===== src/hw/rtl/spa_pkg.sv =====
// Shared constants, codes, types and functions of the sparse polynomial block.
// Used by spa_store, sparse_polynomial_add_multiply and its checker.
// Depends on nothing.
package spa_pkg;

  localparam int unsigned MaxTerms = 8;
  localparam int unsigned IdxW     = 3;
  localparam int unsigned CntW     = 4;
  localparam int unsigned ExpW     = 8;
  localparam int unsigned OutExpW  = 9;
  localparam int unsigned CoefW    = 32;
  localparam int unsigned ModeW    = 3;
  localparam int unsigned StatusW  = 2;
  localparam int unsigned ProdW    = 64;
  localparam int unsigned FracW    = 16;
  localparam int unsigned RndW     = ProdW - FracW;
  localparam int unsigned AccW     = 56;

  localparam logic [ModeW-1:0] MODE_LOAD_A = 3'd0;
  localparam logic [ModeW-1:0] MODE_LOAD_B = 3'd1;
  localparam logic [ModeW-1:0] MODE_SUM    = 3'd2;
  localparam logic [ModeW-1:0] MODE_PROD   = 3'd3;
  localparam logic [ModeW-1:0] MODE_CLEAR  = 3'd4;

  localparam logic [StatusW-1:0] STATUS_TERM  = 2'd0;
  localparam logic [StatusW-1:0] STATUS_EMPTY = 2'd1;
  localparam logic [StatusW-1:0] STATUS_DONE  = 2'd2;
  localparam logic [StatusW-1:0] STATUS_FULL  = 2'd3;

  typedef struct packed {
    logic clr;
    logic ins;
  } store_ctl_t;

  function automatic logic [CoefW-1:0] sat_coef(input logic [AccW-1:0] v);
    logic [CoefW-1:0] r;
    if (v[AccW-1:CoefW-1] == {(AccW-CoefW+1){1'b0}} ||
        v[AccW-1:CoefW-1] == {(AccW-CoefW+1){1'b1}}) begin
      r = v[CoefW-1:0];
    end else if (v[AccW-1]) begin
      r = {1'b1, {(CoefW-1){1'b0}}};
    end else begin
      r = {1'b0, {(CoefW-1){1'b1}}};
    end
    return r;
  endfunction

endpackage


===== src/hw/rtl/spa_store.sv =====
// One sorted term store: insertion in exponent order, a clear, and one read port.
// Depends on spa_pkg.
module spa_store (
  input  logic                          clk_i,
  input  logic                          rst_ni,
  input  spa_pkg::store_ctl_t           ctl_i,
  input  logic [spa_pkg::ExpW-1:0]      ins_exp_i,
  input  logic [spa_pkg::CoefW-1:0]     ins_coef_i,
  input  logic [spa_pkg::IdxW-1:0]      rd_idx_i,
  output logic [spa_pkg::ExpW-1:0]      rd_exp_o,
  output logic [spa_pkg::CoefW-1:0]     rd_coef_o,
  output logic [spa_pkg::CntW-1:0]      count_o,
  output logic                          full_o
);

  logic [spa_pkg::ExpW-1:0]  exp_q  [spa_pkg::MaxTerms];
  logic [spa_pkg::CoefW-1:0] coef_q [spa_pkg::MaxTerms];
  logic [spa_pkg::CntW-1:0]  count_q, count_d;
  logic [spa_pkg::MaxTerms-1:0] below;
  logic do_ins;

  assign full_o    = (count_q == spa_pkg::CntW'(spa_pkg::MaxTerms));
  assign do_ins    = ctl_i.ins && !full_o;
  assign count_o   = count_q;
  assign rd_exp_o  = exp_q[rd_idx_i];
  assign rd_coef_o = coef_q[rd_idx_i];

  always_comb begin
    for (int k = 0; k < spa_pkg::MaxTerms; k++) begin
      below[k] = (spa_pkg::CntW'(k) < count_q) && (exp_q[k] < ins_exp_i);
    end
  end

  always_comb begin
    count_d = count_q;
    if (ctl_i.clr) begin
      count_d = '0;
    end else if (do_ins) begin
      count_d = count_q + spa_pkg::CntW'(1);
    end
  end

  always_ff @(posedge clk_i or negedge rst_ni) begin
    if (!rst_ni) begin
      count_q <= '0;
    end else begin
      count_q <= count_d;
    end
  end

  always_ff @(posedge clk_i) begin
    if (do_ins && !below[0]) begin
      exp_q[0]  <= ins_exp_i;
      coef_q[0] <= ins_coef_i;
    end
  end

  for (genvar k = 1; k < spa_pkg::MaxTerms; k++) begin : g_entry
    always_ff @(posedge clk_i) begin
      if (do_ins && !below[k]) begin
        if (below[k-1]) begin
          exp_q[k]  <= ins_exp_i;
          coef_q[k] <= ins_coef_i;
        end else begin
          exp_q[k]  <= exp_q[k-1];
          coef_q[k] <= coef_q[k-1];
        end
      end
    end
  end

endmodule


===== src/hw/rtl/sparse_polynomial_add_multiply.sv =====
// Top level of the sparse polynomial adder and multiplier.
// Depends on spa_pkg and spa_store.
//
// The input channel carries one command word: load a term into A or B, emit
// A+B, emit A*B, or clear both lists. Each list holds up to eight terms sorted
// by exponent. Every command answers with one or more result words on the
// output channel, and the final one has last set.
// The block takes one command at a time and stalls its input until the
// answer of the previous command has been produced into its output stage.
// A sum walks both lists with one shared adder, one list position per cycle
// while the output does not stall.
// A product uses one shared 32x32 multiplier and accumulator: each pass
// steps through all a_count * b_count pairs, each pair in S_PMUL then S_PACC,
// and there is one pass per distinct result exponent plus one.
// One term is held back so that last can be set on the final word.
// On a stall the output word holds and the sequencer waits when it must push.
// Reset empties both lists and drops any word in flight.
module sparse_polynomial_add_multiply (
  input  logic                            clk_i,
  input  logic                            rst_ni,
  input  logic                            in_valid_i,
  output logic                            in_stall_o,
  input  logic [spa_pkg::ModeW-1:0]       mode_i,
  input  logic [spa_pkg::ExpW-1:0]        term_exponent_i,
  input  logic signed [spa_pkg::CoefW-1:0] term_coefficient_i,
  output logic                            out_valid_o,
  input  logic                            out_stall_i,
  output logic [spa_pkg::OutExpW-1:0]     out_exponent_o,
  output logic signed [spa_pkg::CoefW-1:0] out_coefficient_o,
  output logic                            last_o,
  output logic [spa_pkg::StatusW-1:0]     status_o
);

  localparam logic [2:0] S_IDLE  = 3'd0;
  localparam logic [2:0] S_LOAD  = 3'd1;
  localparam logic [2:0] S_SUM   = 3'd2;
  localparam logic [2:0] S_PMUL  = 3'd3;
  localparam logic [2:0] S_PACC  = 3'd4;
  localparam logic [2:0] S_PEMIT = 3'd5;
  localparam logic [2:0] S_FIN   = 3'd6;

  localparam int unsigned CoefW = spa_pkg::CoefW;
  localparam int unsigned AccW  = spa_pkg::AccW;
  localparam int unsigned ExpW  = spa_pkg::ExpW;
  localparam int unsigned OExpW = spa_pkg::OutExpW;
  localparam int unsigned CntW  = spa_pkg::CntW;

  logic [2:0] state_q, state_d;
  logic [spa_pkg::ModeW-1:0] mode_q, mode_d;
  logic [ExpW-1:0] exp_q, exp_d;
  logic [CoefW-1:0] coef_q, coef_d;
  logic [CntW-1:0] i_q, i_d, j_q, j_d;
  logic [OExpW-1:0] prev_q, prev_d, best_q, best_d;
  logic prev_v_q, prev_v_d, found_q, found_d, match_q, match_d;
  logic signed [spa_pkg::ProdW-1:0] prod_q, prod_d;
  logic [AccW-1:0] acc_q, acc_d;
  logic pend_v_q, pend_v_d;
  logic [OExpW-1:0] pend_exp_q, pend_exp_d;
  logic [CoefW-1:0] pend_coef_q, pend_coef_d;
  logic out_valid_q, out_valid_d, out_last_q, out_last_d;
  logic [OExpW-1:0] out_exp_q, out_exp_d;
  logic [CoefW-1:0] out_coef_q, out_coef_d;
  logic [spa_pkg::StatusW-1:0] out_status_q, out_status_d;

  spa_pkg::store_ctl_t a_ctl, b_ctl;
  logic [ExpW-1:0] a_exp, b_exp;
  logic [CoefW-1:0] a_coef, b_coef;
  logic [CntW-1:0] a_cnt, b_cnt;
  logic a_full, b_full;

  logic in_acc, can_out, push_ok;
  logic a_v, b_v, take_eq, take_a, keep;
  logic [OExpW-1:0] t_exp, pe;
  logic [CoefW-1:0] t_coef, ssum;
  logic signed [spa_pkg::ProdW-1:0] rnd_full;
  logic [AccW-1:0] rnd_ext;

  spa_store u_store_a (
    .clk_i, .rst_ni, .ctl_i(a_ctl), .ins_exp_i(exp_q), .ins_coef_i(coef_q),
    .rd_idx_i(i_q[spa_pkg::IdxW-1:0]), .rd_exp_o(a_exp), .rd_coef_o(a_coef),
    .count_o(a_cnt), .full_o(a_full)
  );

  spa_store u_store_b (
    .clk_i, .rst_ni, .ctl_i(b_ctl), .ins_exp_i(exp_q), .ins_coef_i(coef_q),
    .rd_idx_i(j_q[spa_pkg::IdxW-1:0]), .rd_exp_o(b_exp), .rd_coef_o(b_coef),
    .count_o(b_cnt), .full_o(b_full)
  );

  assign in_stall_o        = (state_q != S_IDLE);
  assign in_acc            = in_valid_i && !in_stall_o;
  assign can_out           = !out_valid_q || !out_stall_i;
  assign push_ok           = !pend_v_q || can_out;
  assign out_valid_o       = out_valid_q;
  assign out_exponent_o    = out_exp_q;
  assign out_coefficient_o = out_coef_q;
  assign last_o            = out_last_q;
  assign status_o          = out_status_q;

  assign a_v     = (i_q < a_cnt);
  assign b_v     = (j_q < b_cnt);
  assign take_eq = a_v && b_v && (a_exp == b_exp);
  assign take_a  = !b_v || (a_v && (a_exp < b_exp));
  assign ssum    = spa_pkg::sat_coef({{(AccW-CoefW){a_coef[CoefW-1]}}, a_coef} +
                                     {{(AccW-CoefW){b_coef[CoefW-1]}}, b_coef});
  assign pe       = {1'b0, a_exp} + {1'b0, b_exp};
  assign rnd_full = prod_q + spa_pkg::ProdW'(32768);
  assign rnd_ext  = {{(AccW-spa_pkg::RndW){rnd_full[spa_pkg::ProdW-1]}},
                     rnd_full[spa_pkg::ProdW-1:spa_pkg::FracW]};

  always_comb begin
    if (take_eq) begin
      t_exp  = {1'b0, a_exp};
      t_coef = ssum;
      keep   = (ssum != '0);
    end else if (take_a) begin
      t_exp  = {1'b0, a_exp};
      t_coef = a_coef;
      keep   = 1'b1;
    end else begin
      t_exp  = {1'b0, b_exp};
      t_coef = b_coef;
      keep   = 1'b1;
    end
  end

  always_comb begin
    state_d      = state_q;
    mode_d       = mode_q;
    exp_d        = exp_q;
    coef_d       = coef_q;
    i_d          = i_q;
    j_d          = j_q;
    prev_d       = prev_q;
    prev_v_d     = prev_v_q;
    best_d       = best_q;
    found_d      = found_q;
    match_d      = match_q;
    prod_d       = prod_q;
    acc_d        = acc_q;
    pend_v_d     = pend_v_q;
    pend_exp_d   = pend_exp_q;
    pend_coef_d  = pend_coef_q;
    out_valid_d  = out_valid_q && out_stall_i;
    out_exp_d    = out_exp_q;
    out_coef_d   = out_coef_q;
    out_last_d   = out_last_q;
    out_status_d = out_status_q;
    a_ctl        = '0;
    b_ctl        = '0;

    unique case (state_q)
      S_IDLE: begin
        if (in_acc) begin
          mode_d   = mode_i;
          exp_d    = term_exponent_i;
          coef_d   = term_coefficient_i;
          i_d      = '0;
          j_d      = '0;
          prev_v_d = 1'b0;
          found_d  = 1'b0;
          acc_d    = '0;
          pend_v_d = 1'b0;
          if (mode_i == spa_pkg::MODE_SUM) begin
            state_d = S_SUM;
          end else if (mode_i == spa_pkg::MODE_PROD) begin
            state_d = S_PMUL;
          end else begin
            state_d = S_LOAD;
          end
        end
      end
      S_LOAD: begin
        if (can_out) begin
          out_valid_d  = 1'b1;
          out_exp_d    = '0;
          out_coef_d   = '0;
          out_last_d   = 1'b1;
          out_status_d = spa_pkg::STATUS_DONE;
          if (mode_q == spa_pkg::MODE_LOAD_A && coef_q != '0) begin
            a_ctl.ins = 1'b1;
            if (a_full) out_status_d = spa_pkg::STATUS_FULL;
          end else if (mode_q == spa_pkg::MODE_LOAD_B && coef_q != '0) begin
            b_ctl.ins = 1'b1;
            if (b_full) out_status_d = spa_pkg::STATUS_FULL;
          end else if (mode_q == spa_pkg::MODE_CLEAR) begin
            a_ctl.clr = 1'b1;
            b_ctl.clr = 1'b1;
          end
          state_d = S_IDLE;
        end
      end
      S_SUM: begin
        if (!a_v && !b_v) begin
          state_d = S_FIN;
        end else if (!keep || push_ok) begin
          if (keep) begin
            if (pend_v_q) begin
              out_valid_d  = 1'b1;
              out_exp_d    = pend_exp_q;
              out_coef_d   = pend_coef_q;
              out_last_d   = 1'b0;
              out_status_d = spa_pkg::STATUS_TERM;
            end
            pend_v_d    = 1'b1;
            pend_exp_d  = t_exp;
            pend_coef_d = t_coef;
          end
          if (take_eq || take_a) i_d = i_q + CntW'(1);
          if (take_eq || !take_a) j_d = j_q + CntW'(1);
        end
      end
      S_PMUL: begin
        if (a_cnt == '0 || b_cnt == '0) begin
          state_d = S_FIN;
        end else begin
          if ((!prev_v_q || pe > prev_q) && (!found_q || pe < best_q)) begin
            best_d  = pe;
            found_d = 1'b1;
          end
          match_d = prev_v_q && (pe == prev_q);
          prod_d  = $signed(a_coef) * $signed(b_coef);
          state_d = S_PACC;
        end
      end
      S_PACC: begin
        if (match_q) acc_d = acc_q + rnd_ext;
        state_d = S_PMUL;
        if (j_q + CntW'(1) != b_cnt) begin
          j_d = j_q + CntW'(1);
        end else begin
          j_d = '0;
          if (i_q + CntW'(1) != a_cnt) begin
            i_d = i_q + CntW'(1);
          end else begin
            i_d     = '0;
            state_d = S_PEMIT;
          end
        end
      end
      S_PEMIT: begin
        if (!prev_v_q || push_ok) begin
          if (prev_v_q) begin
            if (pend_v_q) begin
              out_valid_d  = 1'b1;
              out_exp_d    = pend_exp_q;
              out_coef_d   = pend_coef_q;
              out_last_d   = 1'b0;
              out_status_d = spa_pkg::STATUS_TERM;
            end
            pend_v_d    = 1'b1;
            pend_exp_d  = prev_q;
            pend_coef_d = spa_pkg::sat_coef(acc_q);
          end
          if (found_q) begin
            prev_d   = best_q;
            prev_v_d = 1'b1;
            found_d  = 1'b0;
            acc_d    = '0;
            state_d  = S_PMUL;
          end else begin
            state_d = S_FIN;
          end
        end
      end
      S_FIN: begin
        if (can_out) begin
          out_valid_d = 1'b1;
          out_last_d  = 1'b1;
          if (pend_v_q) begin
            out_exp_d    = pend_exp_q;
            out_coef_d   = pend_coef_q;
            out_status_d = spa_pkg::STATUS_TERM;
          end else begin
            out_exp_d    = '0;
            out_coef_d   = '0;
            out_status_d = spa_pkg::STATUS_EMPTY;
          end
          pend_v_d = 1'b0;
          state_d  = S_IDLE;
        end
      end
      default: begin
        state_d = S_IDLE;
      end
    endcase
  end

  always_ff @(posedge clk_i or negedge rst_ni) begin
    if (!rst_ni) begin
      state_q     <= S_IDLE;
      out_valid_q <= 1'b0;
      pend_v_q    <= 1'b0;
      prev_v_q    <= 1'b0;
      found_q     <= 1'b0;
    end else begin
      state_q     <= state_d;
      out_valid_q <= out_valid_d;
      pend_v_q    <= pend_v_d;
      prev_v_q    <= prev_v_d;
      found_q     <= found_d;
    end
  end

  always_ff @(posedge clk_i) begin
    mode_q       <= mode_d;
    exp_q        <= exp_d;
    coef_q       <= coef_d;
    i_q          <= i_d;
    j_q          <= j_d;
    prev_q       <= prev_d;
    best_q       <= best_d;
    match_q      <= match_d;
    prod_q       <= prod_d;
    acc_q        <= acc_d;
    pend_exp_q   <= pend_exp_d;
    pend_coef_q  <= pend_coef_d;
    out_exp_q    <= out_exp_d;
    out_coef_q   <= out_coef_d;
    out_last_q   <= out_last_d;
    out_status_q <= out_status_d;
  end

endmodule


===== config.mk =====
export PLATFORM = sky130hd
export DESIGN_NAME = sparse_polynomial_add_multiply
export DESIGN_NICKNAME = d
export VERILOG_FILES = /design/src/hw/rtl/spa_pkg.sv /design/src/hw/rtl/spa_store.sv /design/src/hw/rtl/sparse_polynomial_add_multiply.sv
export SDC_FILE = /design/constraint.sdc
export NUM_CORES = 2
export LEC_CHECK = 0
export BUFFER_PORTS_ARGS = -buffer_cell sky130_fd_sc_hd__buf_4
export CAP_MARGIN = 20
export CORE_MARGIN = 2
export CORE_UTILIZATION = 45
export CTS_BUF_LIST = sky130_fd_sc_hd__clkbuf_4 sky130_fd_sc_hd__clkbuf_8 sky130_fd_sc_hd__clkbuf_16
export DETAILED_ROUTE_END_ITERATION = 7
export GPL_TIMING_DRIVEN = 1
export PLACE_DENSITY_LB_ADDON = 0.2
export REMOVE_ABC_BUFFERS = 1
export SYNTH_ARGS = -nofsm -noshare
export SYNTH_HDL_FRONTEND = slang
export SYNTH_SLANG_ARGS = --single-unit
export TNS_END_PERCENT = 1

===== constraint.sdc =====
create_clock -name clk_i -period 28.6 [get_ports clk_i]
set_input_delay 4.29 -clock clk_i [delete_from_list [all_inputs] [get_ports clk_i]]
set_output_delay 4.29 -clock clk_i [all_outputs]
set_load 0.03 [all_outputs]

Yosys cells after proc, flatten, opt, wreduce, memory -nomap -nowiden:

Memories as Yosys holds them, arrays and structs flattened. A register that Yosys moved wholly into a read port is not among the register bits.
Index checks and enable logic that the tools add are counted.

* bits in registers: 290
* bits in writable memories: 640
* bits of input ports: 47
* output and inout bits: 46
* logic and storage cells: 503
* memories: 4

* add/subtract/negate cells: 8
* $mul: 1
* magnitude comparators: 37
* eq/ne operators: 35
* multiplexer cells: 248
* bitwise operators: 29
* reduce and logical (&&, ||, !) cells: 118

Memory list
* u_store_a.coef_q: words 8, width 32, rd ports 8, clocked after Yosys merged registers in 1, wr ports 8, RTL line spa_store.sv:17 `logic [spa_pkg::CoefW-1:0] coef_q [spa_pkg::MaxTerms];`
* u_store_b.coef_q: words 8, width 32, rd ports 8, clocked after Yosys merged registers in 1, wr ports 8, RTL line spa_store.sv:17
* u_store_a.exp_q: words 8, width 8, rd ports 9, clocked after Yosys merged registers in 1, wr ports 8, RTL line spa_store.sv:16 `logic [spa_pkg::ExpW-1:0] exp_q [spa_pkg::MaxTerms];`
* u_store_b.exp_q: words 8, width 8, rd ports 9, clocked after Yosys merged registers in 1, wr ports 8, RTL line spa_store.sv:16

Operators by type and width (number)
* $mux W32: 34
* $mux W56: 4
* $pmux W56 S3: 1
* $lt A8 B8 Y1: 17
* $mux W8: 16
* $pmux W32 S4: 1
* $mux W9: 14
* $mux W1: 125
* $add A64 B17 Y64 const B: 1
* $mul A32 B32 Y64: 1
* $pmux W32 S2: 1
* $reduce_bool A32 Y1: 2
* $add A56 B56 Y56: 1
* $mux W4: 14
* $eq A25 B25 Y1 const B: 2
* $logic_not A25 Y1: 2
* $logic_and A1 B1 Y1: 44
* $pmux W9 S4: 1
* $add A32 B32 Y33: 1
* $mux W3: 11
* $lt A3 B4 Y1 const A: 8
* $mux W2: 16
* $ne A2 B2 Y1 const B: 16
* $logic_not A1 Y1: 28
* 38 further kinds: 115

Logic depth before layout (Yosys ltp):

* depth after elaboration: 12
* depth in mapped cells: 39

By module:

Synthesis repeated with hierarchy kept, for this count alone.

* cells, all modules: 7500
* area total of the unflattened synthesis: 87437.6 sq um

By module, submodules not included
* sparse_polynomial_add_multiply: instances 1, cells an instance 5551, area an instance 53287.4 sq um
* spa_store at u_store_a: instances 1, cells an instance 968, area an instance 17137.7 sq um
* spa_store at u_store_b: instances 1, cells an instance 981, area an instance 17012.6 sq um

Worst setup path after synthesis:

No wires, ideal clock.

* path type: register to register
* start: register (tool-made name)
* end: register prod_q[63] (netlist bit) (data pin)
* setup time: 0.260 ns
* arrival: 10.308 ns
* setup slack: 18.032 ns
* cell stages (with the launch flop): 35
* buffers on the path: 5
* cells stage by stage: dfxtp_1 -> clkbuf_1 -> buf_1 -> buf_1 -> mux4_2 -> mux2i_1 -> clkinv_1 -> clkbuf_1 -> ha_1 -> fa_1 -> fa_1 -> inv_1 -> fa_1 -> fa_1 -> inv_1 -> fa_1 -> fa_1 -> fa_1 -> inv_1 -> fa_1 -> inv_1 -> ha_1 -> clkbuf_1 -> a21oi_1 -> o21ai_0 -> a2111oi_0 -> o21ai_0 -> a31o_2 -> a31o_2 -> a31oi_1 -> o22ai_1 -> o41ai_2 -> o21ai_0 -> a21oi_1 -> xnor2_1

RTL lines
* to (signal assigned): RTL line sparse_polynomial_add_multiply.sv:314 `prod_q <= prod_d;`
* to (decl): RTL line sparse_polynomial_add_multiply.sv:55 `logic signed [spa_pkg::ProdW-1:0] prod_q, prod_d;`

==> run metrics <==
post-route clock period utilization 43.5%; number of warnings printed during yosys synthesis 0; H-tree lvl count 3; # nets final 9086; required time of the critical path 29.08 ns; post-route DRC violation count 0; row cnt 160; effective utilization at floorplan a little under half; cell mode on critical path sky130_fd_sc_hd__fa_1; final weighted congestion in routability-driven placement 0.943; fraction of synthesis flops using an asynchronous set or reset pin under 10%; portion of the post-synthesis area used by sequential elements 32.1%; count of pins over their slew limit 0; placed wire-length estimate 191000 microns; IO Count 93; post-synthesis instance area 0.0858 sq mm; reg2reg path depth 33; worst endpoint data arrival time 12.92 ns; worst clock skew 0.0908 ns; critical hold path startpoint best_q[1]; end of the worst hold path prev_q[1]; headroom to the max-slew limit 20.7%; Synth area leaders sky130_fd_sc_hd__edfxtp_1, sky130_fd_sc_hd__fa_1, sky130_fd_sc_hd__mux2_2; Final Hold Viols 0; worst hold path type register to register; clock-pin transition on the worst setup and hold timing paths about 0.060 ns; clock insertion delay at the later pin of the skew report approximately 0.77 ns; crit path setup slack, layout 16.15 ns; layout cells sized above 1 between 15 and 20%; maximum fanout count along the critical path 42; Total Neg Setup Slack 0 ns; final-layout fill cell count roughly 17000; chip height 441 microns; CTS Buffer Depth 3; Seq cells post-synth 921; WS Path Type register to register; overall routed net length 266000 microns; number of vias in the routed layout 58800; Worst Hold Path Cells 0; Reg-to-Reg End prod_q[63]; count of maximum capacitance violations 0; hold_buf cts 0; number of sinks driven by the clock tree approximately 920; leading register cell type out of synthesis sky130_fd_sc_hd__edfxtp_1; top cell type's share of synthesized area 31.5%; number of different library cells in the post-synthesis netlist 95; count of flip-flops with a built-in enable after synthesis 900; antenna violations before repair 6; Final Critical Period 12.45 ns; TritonRoute pass-1 iters 6; final-layout worst hold slack 0.449 ns; Detailed Route Iter0 Violations 5514; vias in the first global route approximately 62000; layout-stage area growth over the synthesis result 9.17%; Max Clock Freq 0.0804 GHz; number of gates given a new drive strength after cts 0; post-detailed-route wirelength per cell approximately 26 microns; area of the core 0.190 sq mm; die width 441 microns; cell count after synthesis 7539; CP endpoint kind register; GRT Resource Usage Total 27.7%; setup repair after global routing missed its margin no; run status finished, final reports clean; cell chosen for the clock root sky130_fd_sc_hd__clkbuf_16; total die area 0.194 sq mm; Place WS 16.25 ns; post-synthesis cell type with the largest combined area sky130_fd_sc_hd__edfxtp_1; slew at the pin closest to its max-slew limit between 1 and 1.5 ns; # port buffers 92; worst reg-to-reg setup slack 16.15 ns; number of setup violations in the final report 0; sum of overflow across all layers after global routing 0; via density per instance 5.81; Post-DRT Antenna Nets 0; total setup buffers inserted after CTS 0; Crit path largest cell delay 0.91 ns; type of origin of the critical path register; largest net degree at the start of global routing 61; Post-Syn Area per Cell 11.4 sq um; clock buffers created by TritonCTS between 100 and 150; TritonCTS clock tree done; wire length of the first global-routing pass roughly 400000 microns; CP max-delay cell sky130_fd_sc_hd__dfxtp_4
==> cell families (layout without fill, tap and decap cells) <==
| kind of cell | Yosys count | in the layout | synth area share [%] |
|---|---|---|---|
| and+or+nand+nor | 1838 | 1838 | 9.45 |
| muxes | 821 | 821 | 12.8 |
| buffers and inverters | 1540 | 1614 | 6.75 |
| other | 0 | 2 | 0 |
| AOI/OAI and AO/OA | 715 | 715 | 5.46 |
| xor gates and xnor gates | 192 | 192 | 1.96 |
| DFF | 921 | 921 | 32.1 |
| adders and majority gates | 1512 | 1512 | 31.5 |
==> per-stage QoR <==
step | cell area [sq um] | std cells | util [%]
after global routing | 93600 | 10100 | 49.3
after floorplan | 84300 | 7155 | -
after CTS | 93600 | 10100 | 49.3
after detailed placement | 90100 | 9930 | 47.5
after global placement | 90000 | 9927 | 47.4
final | 93600 | 10100 | 49.3
==> cell usage in the layout (no fill, tap or decap), drive strengths merged, types with 52 or more instances in the layout <==
| master | netlist | final |
|---|---|---|
| xor2 | 61 | 61 |
| mux4 | 160 | 160 |
| buf | 51 | 266 |
| edfxtp | 900 | 900 |
| inv | 1135 | 1141 |
| o21ai | 134 | 134 |
| nand2 | 623 | 623 |
| and2 | 73 | 73 |
| a21oi | 202 | 202 |
| nor2b | 71 | 71 |
| xnor2 | 131 | 131 |
| mux2 | 583 | 583 |
| a21o | 94 | 94 |
| nand3 | 52 | 52 |
| nor3 | 62 | 62 |
| ha | 428 | 428 |
| nor2 | 721 | 721 |
| nand2b | 84 | 84 |
| mux2i | 78 | 78 |
| clkinv | 21 | 67 |
| clkbuf | 333 | 120 |
| fa | 1084 | 1084 |
==> cells in the mapped netlist, types with 72 or more instances <==
library cell	n
sky130_fd_sc_hd__nand2b_1	84
sky130_fd_sc_hd__xnor2_1	131
sky130_fd_sc_hd__nor2_1	721
sky130_fd_sc_hd__a21oi_1	201
sky130_fd_sc_hd__mux2_2	583
sky130_fd_sc_hd__nand2_1	623
sky130_fd_sc_hd__mux4_2	160
sky130_fd_sc_hd__edfxtp_1	900
sky130_fd_sc_hd__clkbuf_1	333
sky130_fd_sc_hd__ha_1	428
sky130_fd_sc_hd__o21ai_0	123
sky130_fd_sc_hd__fa_1	1084
sky130_fd_sc_hd__a21o_1	94
sky130_fd_sc_hd__and2_1	72
sky130_fd_sc_hd__mux2i_1	78
sky130_fd_sc_hd__inv_1	1135
==> layout make-up <==
class,instances,area (sq um),share of cell area (%)
sequential,921,27500,29.4
multi-input combinational,5078,53100,56.7
inverter,1156,4340,4.63
clock buffer,120,2740,2.93
antenna,2,5.00,0.00534
timing repair buffer,266,2040,2.18
tap,2511,3140,3.35
clock inverter,72,767,0.819
==> sequential cells by signal, summed over array words and instances (netlist names), 49 cells and up, named ones only <==
name              flops
u_store_b.coef_q    256
prod_q               49
u_store_a.exp_q      64
u_store_a.coef_q    256
acc_q                56
u_store_b.exp_q      64
==> per-layer routing <==
layer  vias to the layer above  routed length, microns  global-route usage, %
li1                      25100                       -                      -
met1                     30400                  112000                   38.3
met2                      2733                  120000                   43.3
met3                       562                   25400                   6.62
met4                         4                    9780                   8.55
met5                         -                      27                      0
==> critical path: cells and delay by family (launching register included) <==
kind / cells / cell delay, ns
flip-flops: 1 / 0.91
AO/OA/AOI/OAI: 11 / 3.40
buffers and inverters: 9 / 2.30
multiplexers: 2 / 0.76
adder cells (fa/ha/maj): 10 / 4.62
XOR/XNOR: 1 / 0.08
==> how the worst max path moves through the flow <==
stage,endpoint,cells past startpoint,slack (ns)
2_1_floorplan,prod_q[63],29,15.76
3_3_place_gp,prod_q[63],31,16.40
3_5_place_dp,prod_q[63],33,16.25
4_1_cts,prod_q[63],33,16.20
5_1_grt,prod_q[63],33,15.52
6_report,prod_q[63],33,16.15
Power is left out: the tool's default activity adds up to more than one toggle a clock period on the data nets, which glitch-free logic cannot reach.
